[src/rtl/core/assert_macros.svh]
// Assertion macros shared by the sector write sequencer RTL.
// Each macro expects signals named clk and arst_n in the including module.
`ifndef ASSERT_MACROS_SVH
`define ASSERT_MACROS_SVH

// The expression must hold at every clock edge outside reset.
`define ASSERT_ALWAYS(lbl, expr, msg) \
	lbl: assert property (@(posedge clk) disable iff (!arst_n) (expr)) else $error(msg);

// When the antecedent holds, the consequent must hold in the next cycle.
`define ASSERT_NEXT(lbl, ante, cons, msg) \
	lbl: assert property (@(posedge clk) disable iff (!arst_n) (ante) |=> (cons)) else $error(msg);

`endif

[src/rtl/core/apsw_pkg.sv]
// Shared types and constants of the ATA PIO sector write sequencer.
// No dependencies; every module of the block imports this package.
package apsw_pkg;

	localparam int SECTOR_BYTES = 512;
	localparam int FILL_W = $clog2(SECTOR_BYTES + 1);
	localparam int LBA_W = 28;

	localparam logic [15:0] PORT_DATA  = 16'h01F0;
	localparam logic [15:0] PORT_COUNT = 16'h01F2;
	localparam logic [15:0] PORT_LBA0  = 16'h01F3;
	localparam logic [15:0] PORT_LBA1  = 16'h01F4;
	localparam logic [15:0] PORT_LBA2  = 16'h01F5;
	localparam logic [15:0] PORT_DRIVE = 16'h01F6;
	localparam logic [15:0] PORT_CMD   = 16'h01F7;

	localparam logic [15:0] CMD_WRITE  = 16'h0030;
	localparam logic [15:0] COUNT_ONE  = 16'h0001;
	localparam logic [7:0]  ST_READY   = 8'h40;
	localparam logic [7:0]  ST_BUSY    = 8'hFF;
	localparam logic [3:0]  DRIVE_MASK = 4'hF;
	localparam logic [1:0]  WIDTH_WORD = 2'd2;

	localparam int QDEPTH = 2;
	localparam int QPTR_W = (QDEPTH > 1) ? $clog2(QDEPTH) : 1;
	localparam int QCNT_W = $clog2(QDEPTH + 1);

	typedef enum logic [2:0] {
		PC_DATA,
		PC_COUNT,
		PC_LBA0,
		PC_LBA1,
		PC_LBA2,
		PC_DRIVE,
		PC_CMD,
		PC_OTHER
	} port_code_t;

	// Classified access as it travels from the front end to the back end.
	typedef struct packed {
		logic        is_read;
		port_code_t  pcode;
		logic        is_word;
		logic        count_one;
		logic        cmd_write;
		logic [15:0] wdata;
	} item_t;

	typedef struct packed {
		logic [7:0]       status_byte;
		logic [1:0]       bytes_out;
		logic [8:0]       byte_offset;
		logic [7:0]       first_byte;
		logic [7:0]       second_byte;
		logic             sector_done;
		logic [LBA_W-1:0] sector_number;
	} result_t;

endpackage

[src/rtl/core/ata_pio_sector_write_fsm.sv]
// ATA PIO single-sector LBA28 write sequencer. Each port access is one item and yields
// one result item after it has passed the queue and the result register; one item per
// cycle is sustained while out_ready is high. The front end decodes the access, a
// two-entry queue decouples it from the back end, and a result register holds the
// status byte, any delivered sector bytes and the sector commit flag until taken.
// Configuration: register 0 (byte address 0) is disk_ready. Depends on apsw_pkg.
module ata_pio_sector_write_fsm (
	input  logic                         clk,
	input  logic                         arst_n,
	input  logic                         psel,
	input  logic                         penable,
	input  logic                         pwrite,
	input  logic [2:0]                   paddr,
	input  logic [31:0]                  pwdata,
	output logic [31:0]                  prdata,
	output logic                         pready,
	input  logic                         in_valid,
	output logic                         in_ready,
	input  logic                         kind,
	input  logic [15:0]                  port,
	input  logic [15:0]                  wdata,
	input  logic [1:0]                   access_bytes,
	output logic                         out_valid,
	input  logic                         out_ready,
	output logic [7:0]                   status_byte,
	output logic [1:0]                   bytes_out,
	output logic [8:0]                   byte_offset,
	output logic [7:0]                   first_byte,
	output logic [7:0]                   second_byte,
	output logic                         sector_done,
	output logic [apsw_pkg::LBA_W-1:0]   sector_number
);
	import apsw_pkg::*;

	localparam logic REG_DISK_READY = 1'b0;

	logic    disk_ready_q;
	logic    reg_idx;
	item_t   front_item;
	item_t   q_item;
	logic    q_valid;
	logic    q_pop;
	result_t res;

	assign reg_idx = paddr[2];
	assign pready  = 1'b1;
	assign prdata  = (reg_idx == REG_DISK_READY) ? {31'b0, disk_ready_q} : '0;

	always_ff @(posedge clk or negedge arst_n) begin
		if (!arst_n) begin
			disk_ready_q <= 1'b0;
		end else if (psel && penable && pwrite && pready && reg_idx == REG_DISK_READY) begin
			disk_ready_q <= pwdata[0];
		end
	end

	apsw_front u_front (
		.kind         (kind),
		.port         (port),
		.wdata        (wdata),
		.access_bytes (access_bytes),
		.item         (front_item)
	);

	apsw_queue u_queue (
		.clk        (clk),
		.arst_n     (arst_n),
		.push_valid (in_valid),
		.push_ready (in_ready),
		.push_item  (front_item),
		.pop_valid  (q_valid),
		.pop_ready  (q_pop),
		.pop_item   (q_item)
	);

	apsw_back u_back (
		.clk        (clk),
		.arst_n     (arst_n),
		.disk_ready (disk_ready_q),
		.item_valid (q_valid),
		.item_ready (q_pop),
		.item       (q_item),
		.res_valid  (out_valid),
		.res_ready  (out_ready),
		.res        (res)
	);

	assign status_byte   = res.status_byte;
	assign bytes_out     = res.bytes_out;
	assign byte_offset   = res.byte_offset;
	assign first_byte    = res.first_byte;
	assign second_byte   = res.second_byte;
	assign sector_done   = res.sector_done;
	assign sector_number = res.sector_number;

endmodule

[src/rtl/core/apsw_front.sv]
// Front end of the sector write sequencer: decodes the port address and data of an item.
// Depends on apsw_pkg.
module apsw_front (
	input  logic           kind,
	input  logic [15:0]    port,
	input  logic [15:0]    wdata,
	input  logic [1:0]     access_bytes,
	output apsw_pkg::item_t item
);
	import apsw_pkg::*;

	port_code_t pcode;

	always_comb begin
		unique case (port)
			PORT_DATA:  pcode = PC_DATA;
			PORT_COUNT: pcode = PC_COUNT;
			PORT_LBA0:  pcode = PC_LBA0;
			PORT_LBA1:  pcode = PC_LBA1;
			PORT_LBA2:  pcode = PC_LBA2;
			PORT_DRIVE: pcode = PC_DRIVE;
			PORT_CMD:   pcode = PC_CMD;
			default:    pcode = PC_OTHER;
		endcase
	end

	// Any width other than a word is handled as a byte write.
	always_comb begin
		item.is_read   = kind;
		item.pcode     = pcode;
		item.is_word   = (access_bytes == WIDTH_WORD);
		item.count_one = (wdata == COUNT_ONE);
		item.cmd_write = (wdata == CMD_WRITE);
		item.wdata     = wdata;
	end

endmodule

[src/rtl/core/apsw_queue.sv]
// Short queue between the front and back ends of the sector write sequencer.
// Depends on apsw_pkg and assert_macros.svh.
`include "assert_macros.svh"

module apsw_queue (
	input  logic            clk,
	input  logic            arst_n,
	input  logic            push_valid,
	output logic            push_ready,
	input  apsw_pkg::item_t push_item,
	output logic            pop_valid,
	input  logic            pop_ready,
	output apsw_pkg::item_t pop_item
);
	import apsw_pkg::*;

	item_t             mem_q [QDEPTH];
	logic [QPTR_W-1:0] wr_ptr_q;
	logic [QPTR_W-1:0] rd_ptr_q;
	logic [QCNT_W-1:0] cnt_q;
	logic              push_fire;
	logic              pop_fire;

	assign push_ready = (cnt_q != QCNT_W'(QDEPTH));
	assign pop_valid  = (cnt_q != '0);
	assign pop_item   = mem_q[rd_ptr_q];
	assign push_fire  = push_valid && push_ready;
	assign pop_fire   = pop_valid && pop_ready;

	function automatic logic [QPTR_W-1:0] ptr_next(input logic [QPTR_W-1:0] p);
		ptr_next = (p == QPTR_W'(QDEPTH - 1)) ? '0 : p + QPTR_W'(1);
	endfunction

	always_ff @(posedge clk) begin
		if (push_fire) begin
			mem_q[wr_ptr_q] <= push_item;
		end
	end

	always_ff @(posedge clk or negedge arst_n) begin
		if (!arst_n) begin
			wr_ptr_q <= '0;
			rd_ptr_q <= '0;
			cnt_q    <= '0;
		end else begin
			if (push_fire) begin
				wr_ptr_q <= ptr_next(wr_ptr_q);
			end
			if (pop_fire) begin
				rd_ptr_q <= ptr_next(rd_ptr_q);
			end
			if (push_fire && !pop_fire) begin
				cnt_q <= cnt_q + QCNT_W'(1);
			end else if (pop_fire && !push_fire) begin
				cnt_q <= cnt_q - QCNT_W'(1);
			end
		end
	end

	`ASSERT_ALWAYS(a_q_cnt_bound, cnt_q <= QCNT_W'(QDEPTH), "queue count beyond depth")
	`ASSERT_NEXT(a_q_push_only, push_fire && !pop_fire, cnt_q == $past(cnt_q) + QCNT_W'(1), "queue count missed a push")

endmodule

[src/rtl/core/apsw_back.sv]
// Back end of the sector write sequencer: step state, LBA and fill tracking, result register.
// Depends on apsw_pkg and assert_macros.svh.
`include "assert_macros.svh"

module apsw_back (
	input  logic              clk,
	input  logic              arst_n,
	input  logic              disk_ready,
	input  logic              item_valid,
	output logic              item_ready,
	input  apsw_pkg::item_t   item,
	output logic              res_valid,
	input  logic              res_ready,
	output apsw_pkg::result_t res
);
	import apsw_pkg::*;

	typedef enum logic [8:0] {
		STEP_IDLE   = 9'b000000001,
		STEP_COUNT  = 9'b000000010,
		STEP_LBA0   = 9'b000000100,
		STEP_LBA1   = 9'b000001000,
		STEP_LBA2   = 9'b000010000,
		STEP_DRIVE  = 9'b000100000,
		STEP_CMD    = 9'b001000000,
		STEP_STATUS = 9'b010000000,
		STEP_DATA   = 9'b100000000
	} step_t;

	step_t             step_q, step_d;
	logic [LBA_W-1:0]  lba_q, lba_d;
	logic [FILL_W-1:0] fill_q, fill_d, fill_p1;
	logic              out_valid_q;
	result_t           res_q, res_d;
	logic              pop;
	logic              room1, room2;
	logic [1:0]        nbytes;
	logic [31:0]       fill_ext;

	assign pop        = item_valid && (!out_valid_q || res_ready);
	assign item_ready = pop;
	assign res_valid  = out_valid_q;
	assign res        = res_q;

	assign fill_p1  = fill_q + FILL_W'(1);
	assign room1    = fill_q < FILL_W'(SECTOR_BYTES);
	assign room2    = fill_p1 < FILL_W'(SECTOR_BYTES);
	assign fill_ext = 32'(fill_q);

	always_comb begin
		step_d = STEP_IDLE;
		lba_d  = lba_q;
		fill_d = fill_q;
		nbytes = 2'd0;
		res_d  = '0;
		if (item.is_read) begin
			if (item.pcode == PC_CMD && disk_ready) begin
				if (step_q == STEP_IDLE) begin
					step_d = STEP_COUNT;
				end else if (step_q == STEP_STATUS) begin
					step_d = STEP_DATA;
				end
			end
		end else begin
			unique case (step_q)
				STEP_COUNT: begin
					lba_d  = '0;
					fill_d = '0;
					if (item.pcode == PC_COUNT && item.count_one) begin
						step_d = STEP_LBA0;
					end
				end
				// LBA bytes are merged even when the port is wrong; the
				// next sequence clears them at the sector count write.
				STEP_LBA0: begin
					lba_d = lba_q | LBA_W'(item.wdata[7:0]);
					if (item.pcode == PC_LBA0) begin
						step_d = STEP_LBA1;
					end
				end
				STEP_LBA1: begin
					lba_d = lba_q | (LBA_W'(item.wdata[7:0]) << 8);
					if (item.pcode == PC_LBA1) begin
						step_d = STEP_LBA2;
					end
				end
				STEP_LBA2: begin
					lba_d = lba_q | (LBA_W'(item.wdata[7:0]) << 16);
					if (item.pcode == PC_LBA2) begin
						step_d = STEP_DRIVE;
					end
				end
				STEP_DRIVE: begin
					lba_d = lba_q | (LBA_W'(item.wdata[3:0] & DRIVE_MASK) << 24);
					if (item.pcode == PC_DRIVE) begin
						step_d = STEP_CMD;
					end
				end
				STEP_CMD: begin
					if (item.pcode == PC_CMD && item.cmd_write) begin
						step_d = STEP_STATUS;
					end
				end
				STEP_DATA: begin
					if (item.pcode == PC_DATA) begin
						// Bytes that would land past the end of the sector are dropped.
						if (room1) begin
							nbytes            = 2'd1;
							res_d.byte_offset = fill_ext[8:0];
							res_d.first_byte  = item.is_word ? item.wdata[7:0]
								: item.wdata[15:8];
							if (item.is_word && room2) begin
								nbytes             = 2'd2;
								res_d.second_byte  = item.wdata[15:8];
							end
						end
						fill_d = fill_q + FILL_W'(nbytes);
						if (fill_d == FILL_W'(SECTOR_BYTES)) begin
							step_d              = STEP_IDLE;
							res_d.sector_done   = 1'b1;
							res_d.sector_number = lba_q;
						end else begin
							step_d = STEP_DATA;
						end
					end
				end
				default: begin
					step_d = STEP_IDLE;
				end
			endcase
		end
		res_d.bytes_out   = nbytes;
		res_d.status_byte = (step_d == STEP_COUNT || step_d == STEP_DATA) ? ST_READY
			: ST_BUSY;
	end

	always_ff @(posedge clk) begin
		if (pop) begin
			res_q <= res_d;
		end
	end

	always_ff @(posedge clk or negedge arst_n) begin
		if (!arst_n) begin
			step_q      <= STEP_IDLE;
			lba_q       <= '0;
			fill_q      <= '0;
			out_valid_q <= 1'b0;
		end else begin
			if (pop) begin
				step_q <= step_d;
				lba_q  <= lba_d;
				fill_q <= fill_d;
			end
			if (pop) begin
				out_valid_q <= 1'b1;
			end else if (res_ready) begin
				out_valid_q <= 1'b0;
			end
		end
	end

	`ASSERT_ALWAYS(a_fill_bound, fill_q <= FILL_W'(SECTOR_BYTES), "fill count past sector size")
	`ASSERT_ALWAYS(a_done_idle, !(out_valid_q && res_q.sector_done) || step_q == STEP_IDLE, "sector done without return to idle")

endmodule

[config.mk]
export PLATFORM = sky130hd
export DESIGN_NAME = ata_pio_sector_write_fsm
export DESIGN_NICKNAME = d
export VERILOG_FILES = /design/src/rtl/core/apsw_pkg.sv /design/src/rtl/core/ata_pio_sector_write_fsm.sv /design/src/rtl/core/apsw_front.sv /design/src/rtl/core/apsw_queue.sv /design/src/rtl/core/apsw_back.sv
export VERILOG_INCLUDE_DIRS = /design/src /design/src/rtl/core
export SDC_FILE = /design/constraint.sdc
export NUM_CORES = 1
export LEC_CHECK = 0
export BUFFER_PORTS_ARGS = -buffer_cell sky130_fd_sc_hd__buf_2
export CAP_MARGIN = 15
export CORE_ASPECT_RATIO = 1.5
export CORE_MARGIN = 3
export CORE_UTILIZATION = 40
export DETAILED_ROUTE_END_ITERATION = 16
export SLEW_MARGIN = 40
export SYNTH_ARGS = -nofsm -noshare
export SYNTH_HDL_FRONTEND = slang
export SYNTH_SLANG_ARGS = --single-unit
[constraint.sdc]
create_clock -name clk -period 3.6 [get_ports clk]
set_input_delay 0.18 -clock clk [delete_from_list [all_inputs] [get_ports clk]]
set_output_delay 0.18 -clock clk [all_outputs]
set_load 0.05 [all_outputs]
==> results by group <==
STA
  • Worst-Margin Slew: between 0.8 and 0.9 ns
  • Final hold vios: 0
  • Worst Clk Skew: ~0.010 ns
  • Final setup viols: 0
  • Hold_ws: approximately 0.021 ns
  • Fin crit period: 3.33 ns
  • Relative slew slack: 0.466
  • Max-slew violations: 0
  • Max Freq: 300 MHz
  • Period utilization: 0.926
  • Setup ws final: 0.266 ns

Critical path
  • Critical path's slowest cell: or4_1
  • Worst setup path start: u_back.fill_q[8]
  • R2R depth: 13
  • Nature of the critical path startpoint: flip-flop
  • Max stage delay on crit path: around 0.46 ns
  • CP endpoint: u_back.step_q[0]
  • Worst path bufs/invs: 0
  • Worst setup EP type: flip-flop
  • Critical-path cell list: nand4_1, nor2_2, nand4_1, nor2_1, nor3b_4, nor2b_2, xor2_1, ha_1, or4_1, o21ai_0, a32oi_2, or3_4, o41ai_2
  • Worst r2r src: u_back.fill_q[8]
  • Worst R2R Setup Slack: between 0.2 and 0.3 ns
  • Critical path depth in cells: 13
  • Crit path required time: 3.92 ns
  • CP most frequent cell: nand4_1
  • CP top delay family: simple AND/OR/NAND/NOR gates
  • Arrival time worst endpoint: ~3.7 ns
  • CP max FO: 4
  • Critical path class: reg2reg
  • Worst R2R End: u_back.step_q[0]

Floorplanning
  • Core area: ~17000 um^2
  • Die footprint: around 19000 um^2
  • Die Height: about 170 um
  • Ports: between 150 and 200
  • Initial cell density of the core: 0.408
  • Row cnt: around 60
  • Chip width: around 110 um

Layout
  • P&R area growth vs syn: 22.7%
  • N_diodes: 0
  • Nets: ~800
  • Fill cells: between 1000 and 1500
  • Non-filler cells in the finished layout: between 900 and 1000
  • Layout cell share with drive strength beyond 1: 0.267

Yosys
  • Synth unique cells: about 70
  • Post-Synth Simple-Gate Area: 0.167
  • Mapped Area: 7080 um^2
  • Commonest register cell after synthesis: edfxtp_1
  • Compound-Gate Fraction of Synth Area: 0.0922
  • Post-synth EDFFs: 103
  • Synthesized instance count: 590
  • Flops & latches, synth: 156
  • Mux cell area share after synthesis: 0.0383
  • Synth warnings: 0
  • Post-Synth Adder-Cell Area: 0.00530
  • Sequential share of the synthesized area: 0.624
  • Syn avg cell area: 12.0 um^2
  • Post-Synth XOR/XNOR Area: 0.0124
  • Post-synth ARST share: 0.340
  • Largest family of logic cells by synthesized area: simple AND/OR/NAND/NOR gates

Detailed routing
  • Drt wl/cell: between 15 and 20 um
  • Total Wirelength: between 15000 and 20000 um
  • Via density: a little over 5
  • DRT iter0 DRCs: roughly 300
  • Final antenna-violating net count: 0
  • DRC Markers: 0
  • DR vias: slightly below 5000
  • Drt pass-1 iters: 5

Placed design
  • GP Congestion: approximately 0.90
  • Port bufs: between 100 and 150
  • Placement Setup Slack: -0.0615 ns
  • DP Wirelength: ~11000 um
  • Placed instance count: 905

GRT
  • Gr ovfl total: 0
  • Largest net degree at the start of global routing: 63
  • Antenna violations before repair: 0
  • First-pass GRT wire length: 24500 um
  • Number of global-route vias before repair: slightly below 5000
  • GRT Util Overall: 0.163

Clock network
  • Worst skew pair latency: 0.42 ns
  • Total CTS buffers: 17
  • CTS H-tree lvls: 4
  • CTS sink count: between 150 and 200
  • Root buf cell: clkbuf_16
  • Clock transition at path regs: approximately 0.06 ns
  • Max clock buf depth: 2
  • TritonCTS clock tree: done

Power and ir drop
  • Pwr/cell area: around 740 nW/um^2
  • LEAKAGE: 3.70 nW
  • Maximum vdd drop: about 0.00049 V

Run
  • Max-cap viol count: 0

Hold path
  • Tightest Hold Check Type: in2reg

Outcome
  • Outcome: finished clean
Yosys cell counts, types with 3 or more instances:
| master | n | area, um^2 |
|---|---|---|
| nand2b_1 | 6 | 37.5 |
| a211oi_1 | 9 | 67.6 |
| or2_2 | 4 | 25.0 |
| a31oi_1 | 3 | 18.8 |
| nand4_1 | 7 | 43.8 |
| dfrtp_1 | 52 | 1300 |
| buf_4 | 40 | 300 |
| a22o_1 | 3 | 26.3 |
| ha_1 | 3 | 37.5 |
| buf_2 | 6 | 30.0 |
| edfxtp_1 | 103 | 3090 |
| and3_1 | 5 | 31.3 |
| nor2b_1 | 9 | 56.3 |
| o21ai_0 | 18 | 90.1 |
| or4_1 | 3 | 22.5 |
| inv_1 | 8 | 30.0 |
| mux2_2 | 10 | 113 |
| nand3_1 | 9 | 45.0 |
| clkbuf_1 | 11 | 41.3 |
| xor2_1 | 6 | 52.6 |
| nor4b_1 | 3 | 26.3 |
| nor3_1 | 9 | 45.0 |
| xnor2_1 | 4 | 35.0 |
| nand2_1 | 30 | 113 |
| nor4_1 | 4 | 25.0 |
| mux2i_1 | 13 | 130 |
| o41ai_1 | 4 | 35.0 |
| and2_1 | 40 | 250 |
| nor2_1 | 79 | 297 |
| a21oi_1 | 39 | 195 |
worst min-delay path: stages:
cell,delay [ns]
buf_2,0.07
nand2b_1,0.10
nand2_1,0.05
metrics by stage:
step                      area (um^2)  setup TNS, ns  total power [mW]  utilization
final                            8690              0              6.47        0.501
after global routing             8690        -0.0208              6.75        0.501
after CTS                        8620              0              6.52        0.497
after detailed placement         7800        -0.0615              4.59        0.450
after global placement           7800              0              4.55        0.450
after floorplan                  7200              0              4.05            -
routing by layer:
layer / up-vias / global-route usage / share of wire
met2: 175 / 0.292 / 0.54
met4: 0 / 0.0713 / 0.028
met1: 2346 / 0.187 / 0.37
met5: - / 0 / 0
met3: 27 / 0.0297 / 0.054
li1: 2350 / - / -
sequential cells by signal (all words and copies together), names as in the netlist:
name and count:
u_back.fill_q 10, u_back.res 57, u_back.lba_q 28, u_queue.rd_ptr_q 1
u_queue.cnt_q 2, u_queue.wr_ptr_q 1, u_back.step_q 9, disk_ready_q 1
u_queue.mem_q 46, u_back.res_valid 1
power by group:
| group | switching (mW) | total (mW) | internal [mW] |
|---|---|---|---|
| combinational | 1.59 | 2.07 | 0.474 |
| clock | 0.737 | 1.91 | 1.17 |
| sequential | 0.128 | 2.50 | 2.37 |
logic make-up after synthesis:
logic type               after synthesis
AO/OA/AOI/OAI                        101
buffers and inverters                 68
adder cells (fa/ha/maj)                3
AND/OR/NAND/NOR                      225
multiplexers                          25
other                                  2
XOR/XNOR                              10
flip-flops                           156
cell usage in the layout, fill, tap and decap left out, types with 10 or more instances in the layout:
| cell | n |
|---|---|
| buf_2 | 109 |
| edfxtp_1 | 103 |
| nor2_1 | 77 |
| dfrtp_1 | 51 |
| and2_1 | 40 |
| a21oi_1 | 39 |
| conb_1 | 33 |
| nand2_1 | 30 |
| buf_4 | 22 |
| dlygate4sd3_1 | 19 |
| o21ai_0 | 18 |
| clkbuf_16 | 17 |
| mux2i_1 | 13 |
| mux2_2 | 10 |
area by class of cell:
type,instances,area [um^2],area share
inverter,8,30.0,0.00346
sequential,156,4420,0.509
clock inverter,15,209,0.0240
tap,213,267,0.0307
timing repair buffer,151,921,0.106
clock buffer,17,425,0.0490
multi-input combinational,397,2420,0.278
repair_timing:
item,CTS,global route
setup buffers,0,1
hold buffers,19,0
endpoints found under the hold margin,61,0
setup endpoints to repair,1,32
gates resized for setup,1,12
pin swaps,0,4
worst min path at each step:
stage | startpoint | end | slack [ns] | cells after the start
2_1_floorplan | arst_n | disk_ready_q | -0.12 | 0
3_3_place_gp | arst_n | u_back.lba_q[25] | 0.21 | 1
3_5_place_dp | arst_n | u_back.lba_q[17] | 0.23 | 1
4_1_cts | out_ready | u_back.res_valid | 0.01 | 3
5_1_grt | out_ready | u_back.res_valid | 0.04 | 3
6_report | out_ready | u_back.res_valid | 0.02 | 3
(Power assumes the default switching activity.)
